## src/hdl/adaptive_lawnmower_survey_step_defines.svh

```systemverilog
// assertion macros for the survey step block
`ifndef ADAPTIVE_LAWNMOWER_SURVEY_STEP_DEFINES_SVH
`define ADAPTIVE_LAWNMOWER_SURVEY_STEP_DEFINES_SVH

// property a implies property b in the same cycle
`define ALS_ASSERT_IMPLIES(label, clk, rst_n, a, b) \
	label: assert property (@(posedge clk) disable iff (!rst_n) (a) |-> (b)) \
		else $error("assertion failed");

// property a implies property b in the next cycle
`define ALS_ASSERT_NEXT(label, clk, rst_n, a, b) \
	label: assert property (@(posedge clk) disable iff (!rst_n) (a) |=> (b)) \
		else $error("assertion failed");

`endif

```

## src/hdl/als_pkg.sv

```systemverilog
// types and constants shared by the survey step modules
package als_pkg;

	typedef struct packed {
		logic [15:0] plume_level;
		logic        section_end;
	} als_in_t;

	typedef struct packed {
		logic [9:0]         track_index;
		logic [9:0]         section_index;
		logic signed [39:0] offset_x;
		logic signed [39:0] offset_y;
		logic               survey_done;
		logic               count_overflow;
	} als_out_t;

	localparam int unsigned CFG_IDX_W = 3;
	localparam logic [CFG_IDX_W-1:0] REG_CONT_THR   = 3'd0;
	localparam logic [CFG_IDX_W-1:0] REG_MIN_SECT   = 3'd1;
	localparam logic [CFG_IDX_W-1:0] REG_RUN_THR    = 3'd2;
	localparam logic [CFG_IDX_W-1:0] REG_ACROSS_X   = 3'd3;
	localparam logic [CFG_IDX_W-1:0] REG_ACROSS_Y   = 3'd4;
	localparam logic [CFG_IDX_W-1:0] REG_ALONG_X    = 3'd5;
	localparam logic [CFG_IDX_W-1:0] REG_ALONG_Y    = 3'd6;

	typedef struct packed {
		logic [15:0]        cont_thr;
		logic [7:0]         min_sect;
		logic [4:0]         run_thr;
		logic signed [23:0] across_x;
		logic signed [23:0] across_y;
		logic signed [23:0] along_x;
		logic signed [23:0] along_y;
	} als_cfg_t;

	// controller commands to the datapath
	typedef struct packed {
		logic sample;      // accumulate one sample
		logic div_start;   // start the average divide
		logic div_store;   // push quotient into history, update run state
		logic chk_start;   // start the history check
		logic decide;      // take turn decision and update counters
		logic mul_start;   // start offset products
		logic out_load;    // load the result register
		logic clr_section; // clear per-section accumulation
	} als_cmd_t;

	typedef struct packed {
		logic last;      // current input sample ends the section
		logic same_trk;  // section is evaluated
		logic div_busy;
		logic chk_busy;
		logic mul_busy;
	} als_sts_t;

	typedef enum logic [6:0] {
		ST_IDLE   = 7'b0000001,
		ST_DIV    = 7'b0000010,
		ST_STORE  = 7'b0000100,
		ST_CHECK  = 7'b0001000,
		ST_DECIDE = 7'b0010000,
		ST_MUL    = 7'b0100000,
		ST_OUT    = 7'b1000000
	} als_state_t;

endpackage

```

## src/hdl/als_ctrl.sv

```systemverilog
// sequencer for one survey sample and the section-end update
module als_ctrl (
	input  logic           clk,
	input  logic           arst_n,
	input  logic           in_fire,
	input  logic           in_last,
	input  logic           out_free,
	input  als_pkg::als_sts_t sts,
	output als_pkg::als_cmd_t cmd,
	output logic           in_ready
);
	import als_pkg::*;

	als_state_t state_q, state_d;

	always_comb begin
		state_d = state_q;
		cmd = '0;
		in_ready = 1'b0;
		unique case (state_q)
			ST_IDLE: begin
				in_ready = 1'b1;
				if (in_fire) begin
					cmd.sample = 1'b1;
					if (in_last) begin
						if (sts.same_trk) begin
							cmd.div_start = 1'b1;
							state_d = ST_DIV;
						end else begin
							state_d = ST_CHECK;
						end
					end
				end
			end
			ST_DIV: begin
				if (!sts.div_busy) state_d = ST_STORE;
			end
			ST_STORE: begin
				cmd.div_store = 1'b1;
				state_d = ST_CHECK;
			end
			ST_CHECK: begin
				cmd.chk_start = 1'b1;
				cmd.clr_section = 1'b1;
				state_d = ST_DECIDE;
			end
			ST_DECIDE: begin
				if (!sts.chk_busy) begin
					cmd.decide = 1'b1;
					state_d = ST_MUL;
				end
			end
			ST_MUL: begin
				cmd.mul_start = 1'b1;
				state_d = ST_OUT;
			end
			ST_OUT: begin
				if (!sts.mul_busy && out_free) begin
					cmd.out_load = 1'b1;
					state_d = ST_IDLE;
				end
			end
			default: state_d = ST_IDLE;
		endcase
	end

	always_ff @(posedge clk or negedge arst_n) begin
		if (!arst_n) begin
			state_q <= ST_IDLE;
		end else begin
			state_q <= state_d;
		end
	end

endmodule

```

## src/hdl/als_dp.sv

```systemverilog
// survey datapath: accumulator, divider, history, counters and offset products
module als_dp #(
	parameter int unsigned MAX_SAMPLES   = 1024,
	parameter int unsigned HISTORY_DEPTH = 16,
	parameter int unsigned COUNT_LIMIT   = 1023
) (
	input  logic              clk,
	input  logic              arst_n,
	input  als_pkg::als_cmd_t cmd,
	input  als_pkg::als_in_t  in_item,
	input  als_pkg::als_cfg_t cfg,
	output als_pkg::als_sts_t sts,
	output als_pkg::als_out_t res
);
	import als_pkg::*;

	localparam int unsigned SC_W  = $clog2(MAX_SAMPLES + 2);
	localparam int unsigned SUM_W = 16 + $clog2(MAX_SAMPLES + 1);
	localparam int unsigned NUM_W = SUM_W + 8;
	localparam int unsigned DIV_W = $clog2(MAX_SAMPLES + 1);
	localparam int unsigned HI_W  = $clog2(HISTORY_DEPTH);
	localparam int unsigned HF_W  = $clog2(HISTORY_DEPTH + 1);
	localparam int unsigned CNT_W = $clog2(COUNT_LIMIT + 1);
	localparam int unsigned NC_W  = $clog2(NUM_W + 1);
	localparam logic [SC_W-1:0]  MAXS  = SC_W'(MAX_SAMPLES);
	localparam logic [CNT_W-1:0] CLIM  = CNT_W'(COUNT_LIMIT);
	localparam logic [HF_W-1:0]  HDEP  = HF_W'(HISTORY_DEPTH);

	// section accumulation
	logic [SUM_W-1:0] sum_q;
	logic [SC_W-1:0]  scnt_q;
	logic             over_q;

	// tracking state
	logic [CNT_W-1:0] track_q, sect_q;
	logic             same_q, clean_q, done_q, ovf_q;
	logic [7:0]       run_q, compl_q;
	logic [HF_W-1:0]  fill_q;
	logic [23:0]      hist_q [HISTORY_DEPTH];

	// divider
	logic [NUM_W-1:0] dnum_q;
	logic [DIV_W:0]   drem_q;
	logic [DIV_W-1:0] dden_q;
	logic [NC_W-1:0]  dcnt_q;

	// history check
	logic [HI_W:0]    ccnt_q;
	logic [HF_W-1:0]  cn_q;
	logic             cbad_q;

	// offset products: serial shift-add over the counter bits
	logic [CNT_W-1:0] mt_q, ms_q;
	logic [$clog2(CNT_W+1)-1:0] mcnt_q;
	logic signed [39:0] ax_q, ay_q;

	logic [SUM_W-1:0] sum_nx;
	logic [SC_W-1:0]  scnt_nx;
	logic [SC_W-1:0]  div_sel;
	logic [DIV_W:0]   rem_sh;
	logic             ge;

	// sum and count including the sample of this transfer
	always_comb begin
		if (scnt_q < MAXS) begin
			sum_nx = sum_q + SUM_W'(in_item.plume_level);
			scnt_nx = scnt_q + 1'b1;
		end else begin
			sum_nx = sum_q;
			scnt_nx = MAXS + 1'b1;
		end
		div_sel = (scnt_nx > MAXS) ? MAXS : scnt_nx;
		if (div_sel == '0) div_sel = SC_W'(1);
		rem_sh = {drem_q[DIV_W-1:0], dnum_q[NUM_W-1]};
		ge = rem_sh >= {1'b0, dden_q};
	end

	logic turn, odd_trk, allowed;
	always_comb begin
		odd_trk = track_q[0];
		allowed = (compl_q >= cfg.min_sect) && (run_q >= {3'd0, cfg.run_thr}) && !cbad_q;
		turn = allowed || (odd_trk && sect_q == '0);
	end

	always_ff @(posedge clk or negedge arst_n) begin
		if (!arst_n) begin
			sum_q <= '0; scnt_q <= '0; over_q <= 1'b0;
			track_q <= '0; sect_q <= '0; same_q <= 1'b0; clean_q <= 1'b1;
			done_q <= 1'b0; ovf_q <= 1'b0; run_q <= '0; compl_q <= '0; fill_q <= '0;
			dcnt_q <= '0; ccnt_q <= '0; mcnt_q <= '0; cbad_q <= 1'b0; cn_q <= '0;
			dnum_q <= '0; drem_q <= '0; dden_q <= '0;
			mt_q <= '0; ms_q <= '0; ax_q <= '0; ay_q <= '0;
		end else begin
			if (cmd.sample) begin
				if (in_item.plume_level >= cfg.cont_thr) over_q <= 1'b1;
				sum_q <= sum_nx;
				scnt_q <= scnt_nx;
				if (in_item.section_end) ovf_q <= (scnt_q >= MAXS);
			end
			if (cmd.div_start) begin
				dcnt_q <= NC_W'(NUM_W);
				dnum_q <= {sum_nx, 8'd0};
				drem_q <= '0;
				dden_q <= DIV_W'(div_sel);
			end else if (dcnt_q != '0) begin
				dcnt_q <= dcnt_q - 1'b1;
				dnum_q <= {dnum_q[NUM_W-2:0], ge};
				drem_q <= ge ? rem_sh - {1'b0, dden_q} : rem_sh;
			end
			if (cmd.div_store) begin
				if (fill_q < HDEP) fill_q <= fill_q + 1'b1;
				if (!over_q) begin
					if (run_q != 8'hFF) run_q <= run_q + 1'b1;
				end else begin
					clean_q <= 1'b0;
					run_q <= '0;
				end
			end
			if (cmd.clr_section) begin
				sum_q <= '0; scnt_q <= '0; over_q <= 1'b0; same_q <= 1'b1;
			end
			if (cmd.chk_start) begin
				cn_q <= (8'(cfg.run_thr) < 8'(fill_q)) ? HF_W'(cfg.run_thr) : fill_q;
				ccnt_q <= '0;
				cbad_q <= 1'b0;
			end else if (ccnt_q[HI_W-1:0] != '1 && HF_W'(ccnt_q) + 2'd2 <= cn_q && !cbad_q
				&& !ccnt_q[HI_W]) begin
				if (hist_q[ccnt_q[HI_W-1:0] + 1'b1] < hist_q[ccnt_q[HI_W-1:0]]) cbad_q <= 1'b1;
				ccnt_q <= ccnt_q + 1'b1;
			end else begin
				ccnt_q[HI_W] <= 1'b1;
			end
			if (cmd.decide) begin
				if (turn) begin
					if (track_q < CLIM) track_q <= track_q + 1'b1; else ovf_q <= 1'b1;
					same_q <= 1'b0;
					if (!clean_q) begin
						run_q <= '0; clean_q <= 1'b1; compl_q <= '0; fill_q <= '0;
					end else begin
						done_q <= 1'b1;
					end
				end else begin
					if (!odd_trk) begin
						if (sect_q < CLIM) sect_q <= sect_q + 1'b1; else ovf_q <= 1'b1;
					end else if (sect_q != '0) begin
						sect_q <= sect_q - 1'b1;
					end
					if (compl_q != 8'hFF) compl_q <= compl_q + 1'b1;
				end
			end
			if (cmd.mul_start) begin
				mt_q <= track_q; ms_q <= sect_q;
				mcnt_q <= ($clog2(CNT_W+1))'(CNT_W);
				ax_q <= '0; ay_q <= '0;
			end else if (mcnt_q != '0) begin
				mcnt_q <= mcnt_q - 1'b1;
				ax_q <= (ax_q <<< 1) + (mt_q[CNT_W-1] ? 40'(cfg.across_x) : '0)
					+ (ms_q[CNT_W-1] ? 40'(cfg.along_x) : '0);
				ay_q <= (ay_q <<< 1) + (mt_q[CNT_W-1] ? 40'(cfg.across_y) : '0)
					+ (ms_q[CNT_W-1] ? 40'(cfg.along_y) : '0);
				mt_q <= mt_q << 1;
				ms_q <= ms_q << 1;
			end
		end
	end

	// history shift register, newest at entry 0
	always_ff @(posedge clk) begin
		if (cmd.div_store) begin
			hist_q[0] <= dnum_q[23:0];
			for (int i = 1; i < HISTORY_DEPTH; i++) hist_q[i] <= hist_q[i-1];
		end
	end

	always_comb begin
		sts.last = in_item.section_end;
		sts.same_trk = same_q;
		sts.div_busy = (dcnt_q != '0);
		sts.chk_busy = cmd.chk_start || !ccnt_q[HI_W];
		sts.mul_busy = (mcnt_q != '0);
		res.track_index = 10'(track_q);
		res.section_index = 10'(sect_q);
		res.offset_x = ax_q;
		res.offset_y = ay_q;
		res.survey_done = done_q;
		res.count_overflow = ovf_q;
	end

endmodule

```

## src/hdl/adaptive_lawnmower_survey_step.sv

```systemverilog
// top level of the adaptive lawnmower survey step block
// Usage:
// - input channel in_valid/in_stall carries one plume sample per transfer in
//   in_data; section_end marks the last sample of a section.
// - a sample that does not end a section is taken while the block stays idle: the
//   block is ready again in the next cycle.
// - a section end runs the update sequence: restoring divide of the section
//   average (one quotient bit a cycle; skipped for the first section of a track),
//   a history check (one pair a cycle), the turn decision, and serial offset
//   products (one counter bit a cycle).
// - out_valid/out_stall: one result per section in out_data, held in an
//   output register until transferred; a stall holds the result and the block
//   waits before loading the next one.
// - cfg_valid/cfg_ready writes register cfg_index with cfg_data; write only
//   while idle. cfg_ready is always high.
// - arst_n clears all counters and flags (clean_q is set) and restores register defaults.
module adaptive_lawnmower_survey_step #(
	parameter int unsigned MAX_SAMPLES   = 1024,
	parameter int unsigned HISTORY_DEPTH = 16,
	parameter int unsigned COUNT_LIMIT   = 1023
) (
	input  logic                         clk,
	input  logic                         arst_n,
	input  logic                         in_valid,
	output logic                         in_stall,
	input  als_pkg::als_in_t             in_data,
	output logic                         out_valid,
	input  logic                         out_stall,
	output als_pkg::als_out_t            out_data,
	input  logic                         cfg_valid,
	output logic                         cfg_ready,
	input  logic [als_pkg::CFG_IDX_W-1:0] cfg_index,
	input  logic [23:0]                  cfg_data
);
	import als_pkg::*;
	`include "adaptive_lawnmower_survey_step_defines.svh"

	als_cfg_t cfg_q;
	als_cmd_t cmd;
	als_sts_t sts;
	als_out_t res;
	logic in_ready, in_fire, out_free;

	assign cfg_ready = 1'b1;
	assign in_stall = !in_ready;
	assign in_fire = in_valid && in_ready;
	assign out_free = !out_valid || !out_stall;

	always_ff @(posedge clk or negedge arst_n) begin
		if (!arst_n) begin
			cfg_q.cont_thr <= 16'd32768; cfg_q.min_sect <= 8'd4; cfg_q.run_thr <= 5'd3;
			cfg_q.across_x <= 24'sd256; cfg_q.across_y <= '0;
			cfg_q.along_x <= '0; cfg_q.along_y <= 24'sd256;
		end else if (cfg_valid) begin
			unique case (cfg_index)
				REG_CONT_THR: cfg_q.cont_thr <= cfg_data[15:0];
				REG_MIN_SECT: cfg_q.min_sect <= cfg_data[7:0];
				REG_RUN_THR:  cfg_q.run_thr <= cfg_data[4:0];
				REG_ACROSS_X: cfg_q.across_x <= cfg_data;
				REG_ACROSS_Y: cfg_q.across_y <= cfg_data;
				REG_ALONG_X:  cfg_q.along_x <= cfg_data;
				REG_ALONG_Y:  cfg_q.along_y <= cfg_data;
				default: ;
			endcase
		end
	end

	als_ctrl u_ctrl (
		.clk(clk), .arst_n(arst_n), .in_fire(in_fire), .in_last(in_data.section_end),
		.out_free(out_free), .sts(sts), .cmd(cmd), .in_ready(in_ready)
	);

	als_dp #(
		.MAX_SAMPLES(MAX_SAMPLES), .HISTORY_DEPTH(HISTORY_DEPTH), .COUNT_LIMIT(COUNT_LIMIT)
	) u_dp (
		.clk(clk), .arst_n(arst_n), .cmd(cmd), .in_item(in_data), .cfg(cfg_q),
		.sts(sts), .res(res)
	);

	always_ff @(posedge clk or negedge arst_n) begin
		if (!arst_n) begin
			out_valid <= 1'b0;
		end else if (cmd.out_load) begin
			out_valid <= 1'b1;
		end else if (!out_stall) begin
			out_valid <= 1'b0;
		end
	end

	always_ff @(posedge clk) begin
		if (cmd.out_load) out_data <= res;
	end

	`ALS_ASSERT_IMPLIES(a_load_free, clk, arst_n, cmd.out_load, out_free)
	`ALS_ASSERT_IMPLIES(a_sample_ready, clk, arst_n, cmd.sample, in_ready)
	`ALS_ASSERT_NEXT(a_done_sticky, clk, arst_n, res.survey_done, res.survey_done)

endmodule
```

## config.mk

```make
export PLATFORM = sky130hd
export DESIGN_NAME = adaptive_lawnmower_survey_step
export DESIGN_NICKNAME = d
export VERILOG_FILES = /design/src/hdl/als_pkg.sv /design/src/hdl/als_ctrl.sv /design/src/hdl/als_dp.sv /design/src/hdl/adaptive_lawnmower_survey_step.sv
export VERILOG_INCLUDE_DIRS = /design/src /design/src/hdl
export SDC_FILE = /design/constraint.sdc
export NUM_CORES = 2
export LEC_CHECK = 0
export BUFFER_PORTS_ARGS = -buffer_cell sky130_fd_sc_hd__buf_2
export CAP_MARGIN = 10
export CORE_MARGIN = 4
export CORE_UTILIZATION = 62
export DETAILED_ROUTE_END_ITERATION = 10
export PLACE_DENSITY = 0.81
export SYNTH_ARGS = -nofsm -noshare
export SYNTH_HDL_FRONTEND = slang
export SYNTH_SLANG_ARGS = --single-unit
```

## constraint.sdc

```tcl
create_clock -name clk -period 14.06 [get_ports clk]
set_input_delay 0 -clock clk [delete_from_list [all_inputs] [get_ports clk]]
set_output_delay 0 -clock clk [all_outputs]
set_load 0.01 [all_outputs]
```

==> out/metrics.csv <==
stage,metric,value,unit
sta,setup_tns,0,ns
floorplanning,die-area,0.0795,mm²
placed_design,placed_cell_area,0.0482,mm²
route,final_antenna_net_count,0,
hold_path,hold_end,u_dp.sum_q[7],
yosys,synth_edf_count,486,
yosys,synth_seq_cells,881,
sta,drv_slew,0,
sta,setup_violations,0,
power,sequentialPowerShare,40.1,%
floorplanning,die_w,282,µm
yosys,syn-cell-area,0.0465,mm²
route,wire_per_inst,22.6,µm
floorplanning,io_pins,154,
yosys,async_flop_share,44.8,%
setup_path,cp-end-kind,register,
grt,antenna_found_initial,5,
power,power.switching,3.20,mW
power,clockPowerShare,26.3,%
grt,grt_overflow,0,
sta,period_share,42.3,%
power,p_comb_share,33.6,%
setup_path,worstPathMaxFanout,74,
cts,clk_pin_slew,0.06,ns
route,finalWirelength,111,mm
finish,layout-drive-gt1-share,18.3,%
setup_path,rrSetupSlack,8.11,ns
grt,grt_start_max_net_pins,202,
setup_path,crit_path_start_kind,register,
finish,area_growth,11.0,%
setup_path,crit_arrival,6.52,ns
cts,cts_resized,0,
sta,hold_violations,0,
cts,cts_max_path_buffers,3,
sta,worst-slew-pin-transition,1.16,ns
cts,cts-root-buf,clkbuf_16,
cts,cts_hold_buffers,45,
setup_path,r2r-end,u_dp.cbad_q,
placed_design,routabilityCongestion,0.921,
cts,h-tree-depth,3,
hold_path,hold_class,in -> reg,
sta,rsz0062_at_grt,false,
setup_path,reg2reg_from,u_dp.ccnt_q[0],
grt,grt.total_usage,28.3,%
route,drt_iter0_drc,3144,
job,drv_cap,0,
sta,relSlewSlack,22.7,%
route,drc_errors,0,
power,ir_drop,0.000114,V
route,vias,31380,
sta,final.min_clock_period,5.95,ns
setup_path,path_class,reg -> reg,
yosys,syn_inst,3698,
sta,finClkSkew,0.0334,ns
route,dr.pass1.iters,5,
cts,cts_tree,done,
cts,clk_latency,0.66,ns
placed_design,portBuffers,152,
route,routed_via_density,6.40,
status,status,"finished, final reports clean",
floorplanning,core-area,0.0744,mm²
yosys,synth_cell_types,86,
yosys,synthFlopType,edfxtp_1,
cts,clock-sinks,881,
cts,post-cts-setup-buffers,0,
finish,fin_area,0.0516,mm²
hold_path,whs_path_depth,5,
setup_path,worst_ep_required_time,14.62,ns
power,internal_power,5.97,mW
floorplanning,die_h,282,µm
power,power.density,178,mW/mm²
grt,grt_pass1_wl,177,mm
grt,grt_pass1_vias,31742,
power,p_leak,20.9,nW
finish,fillers,4851,
yosys,ys_seq_area_share,52.6,%
floorplanning,initial_core_util,62.5,%
yosys,synth_warnings,0,
power,swShare,34.9,%
finish,nNetsFinal,4165,
yosys,avgSynthCellArea,12.6,µm²
yosys,syn-num-nets,4014,
cts,cts_buffers,91,
setup_path,rr_worst_depth,13,
sta,clock.fmax,168,MHz
floorplanning,core.rowCount,100,
hold_path,min_from,in_data[7],
placed_design,dp_hpwl,70.0,mm
power by group through the flow:
stage          Sequential [mW]  Combinational [mW]  Clock, mW
5_1_grt                   3.74                3.41       2.57
2_1_floorplan             3.61                2.37          0
3_5_place_dp              3.71                2.99          0
3_3_place_gp              3.68                2.86          0
6_report                  3.68                3.08       2.41
4_1_cts                   3.67                3.06       2.45
critical path, cell delays in order (launching register included):
cell      delay, ns
dfrtp_4        1.15
buf_4          0.86
buf_4          1.00
mux4_2         0.60
mux4_2         0.49
ha_1           0.35
a21o_1         0.19
a21o_1         0.19
a21oi_1        0.20
or4_1          0.18
nand4_1        0.11
o211ai_1       0.11
a21oi_1        0.09
a311oi_1       0.27
stage by stage:
step / instances / utilization [%] / total power [mW] / setup slack (ns) / hold WS [ns]
final: 4900 / 69.4 / 9.18 / 8.11 / 0.0716
after global routing: 4900 / 69.4 / 9.72 / 7.56 / 0.108
after CTS: 4897 / 69.4 / 9.18 / 8.00 / 0.0343
after detailed placement: 4680 / 64.8 / 6.69 / 8.08 / 0.0805
after global placement: 4680 / 64.8 / 6.54 / 8.38 / 0.0704
after floorplan: 3698 / - / 5.97 / 1.15 / -0.296
flip-flops by register name (all words and copies together) (netlist names), 4 cells and up:
name            count
u_dp.ms_q          10
u_dp.track_q       10
u_dp.mt_q          10
u_dp.compl_q        8
u_dp.fill_q         5
u_dp.hist_q       384
u_dp.sum_q         27
u_dp.dden_q        11
u_dp.mcnt_q         4
u_ctrl.state_q      7
u_dp.run_q          8
u_dp.ccnt_q         5
u_dp.ax_q          40
u_dp.drem_q        11
cfg_q             125
u_dp.dnum_q        35
u_dp.sect_q        10
out_data          102
u_dp.scnt_q        11
u_dp.dcnt_q         6
u_dp.cn_q           5
u_dp.ay_q          40
logic make-up after synthesis:
group / Yosys count / synth area share, %
other cells: 1 / 0.00806
xor+xnor: 149 / 2.81
simple gates: 947 / 9.30
buf+inv: 427 / 3.51
mux: 361 / 14.5
compound gates: 664 / 8.72
fa+ha+maj: 268 / 8.51
flops: 881 / 52.6
cell usage after synthesis, types with 46 or more instances:
cell | n | area share [%]
a21o_1 | 73 | 1.2
a21oi_1 | 203 | 2.2
clkbuf_1 | 137 | 1.1
dfrtp_1 | 387 | 21
edfxtp_1 | 486 | 31
fa_1 | 81 | 3.5
ha_1 | 186 | 5.0
inv_1 | 245 | 2.0
mux2_2 | 104 | 2.5
mux4_2 | 240 | 12
nand2_1 | 458 | 3.7
nand3_1 | 58 | 0.62
nand4_1 | 46 | 0.62
nor2_1 | 171 | 1.4
o21ai_0 | 182 | 2.0
xnor2_1 | 94 | 1.8
xor2_1 | 55 | 1.0
layout by cell type, fill, tap and decap left out, types with 21 or more instances in the layout:
cell and n:
edfxtp_1 486, nand2_1 457, dfrtp_1 384, inv_1 244, mux4_2 240, a21oi_1 203
ha_1 185, o21ai_0 182, nor2_1 169, buf_2 151, mux2_2 104, xnor2_1 93
clkbuf_16 92, fa_1 81, a21o_1 73, nand3_1 58, xor2_1 54, nand4_1 46
dlygate4sd3_1 45, a31oi_1 43, and3_1 41, buf_4 40, a211oi_1 32, nand2b_1 31
nor3_1 30, nor2b_1 29, clkbuf_1 21, clkinv_2 21
worst max path at each step:
stage	to	slack (ns)	cells after the start	startpoint
after floorplan	u_dp.run_q[7]	1.15	6	u_ctrl.state_q[1]
after detailed placement	u_dp.cbad_q	8.08	14	u_dp.ccnt_q[0]
after CTS	u_dp.cbad_q	8.00	14	u_dp.ccnt_q[0]
final	u_dp.cbad_q	8.11	13	u_dp.ccnt_q[0]
after global placement	u_dp.cbad_q	8.38	14	u_dp.ccnt_q[0]
after global routing	u_dp.cbad_q	7.56	14	u_dp.ccnt_q[0]
per-layer routing:
layer,global-route usage [%],up-vias,wire length (µm)
li1,-,13864,-
met2,45.2,1436,53500
met1,39.6,15821,44400
met3,5.70,255,9160
met5,0,-,22
met4,9.67,4,3670
final cells by class:
class / instances / area, µm² / share of cell area, %
diodes: 3 / 7.51 / 0.0145
flip-flops and latches: 881 / 24500 / 47.4
clock buffers: 118 / 2450 / 4.74
clock inverters: 54 / 526 / 1.02
multi-input cells: 2390 / 20500 / 39.6
well taps: 969 / 1210 / 2.35
repair buffers: 239 / 1560 / 3.02
inverters: 246 / 931 / 1.80
Note: power is estimated with default switching activity, not from simulation.
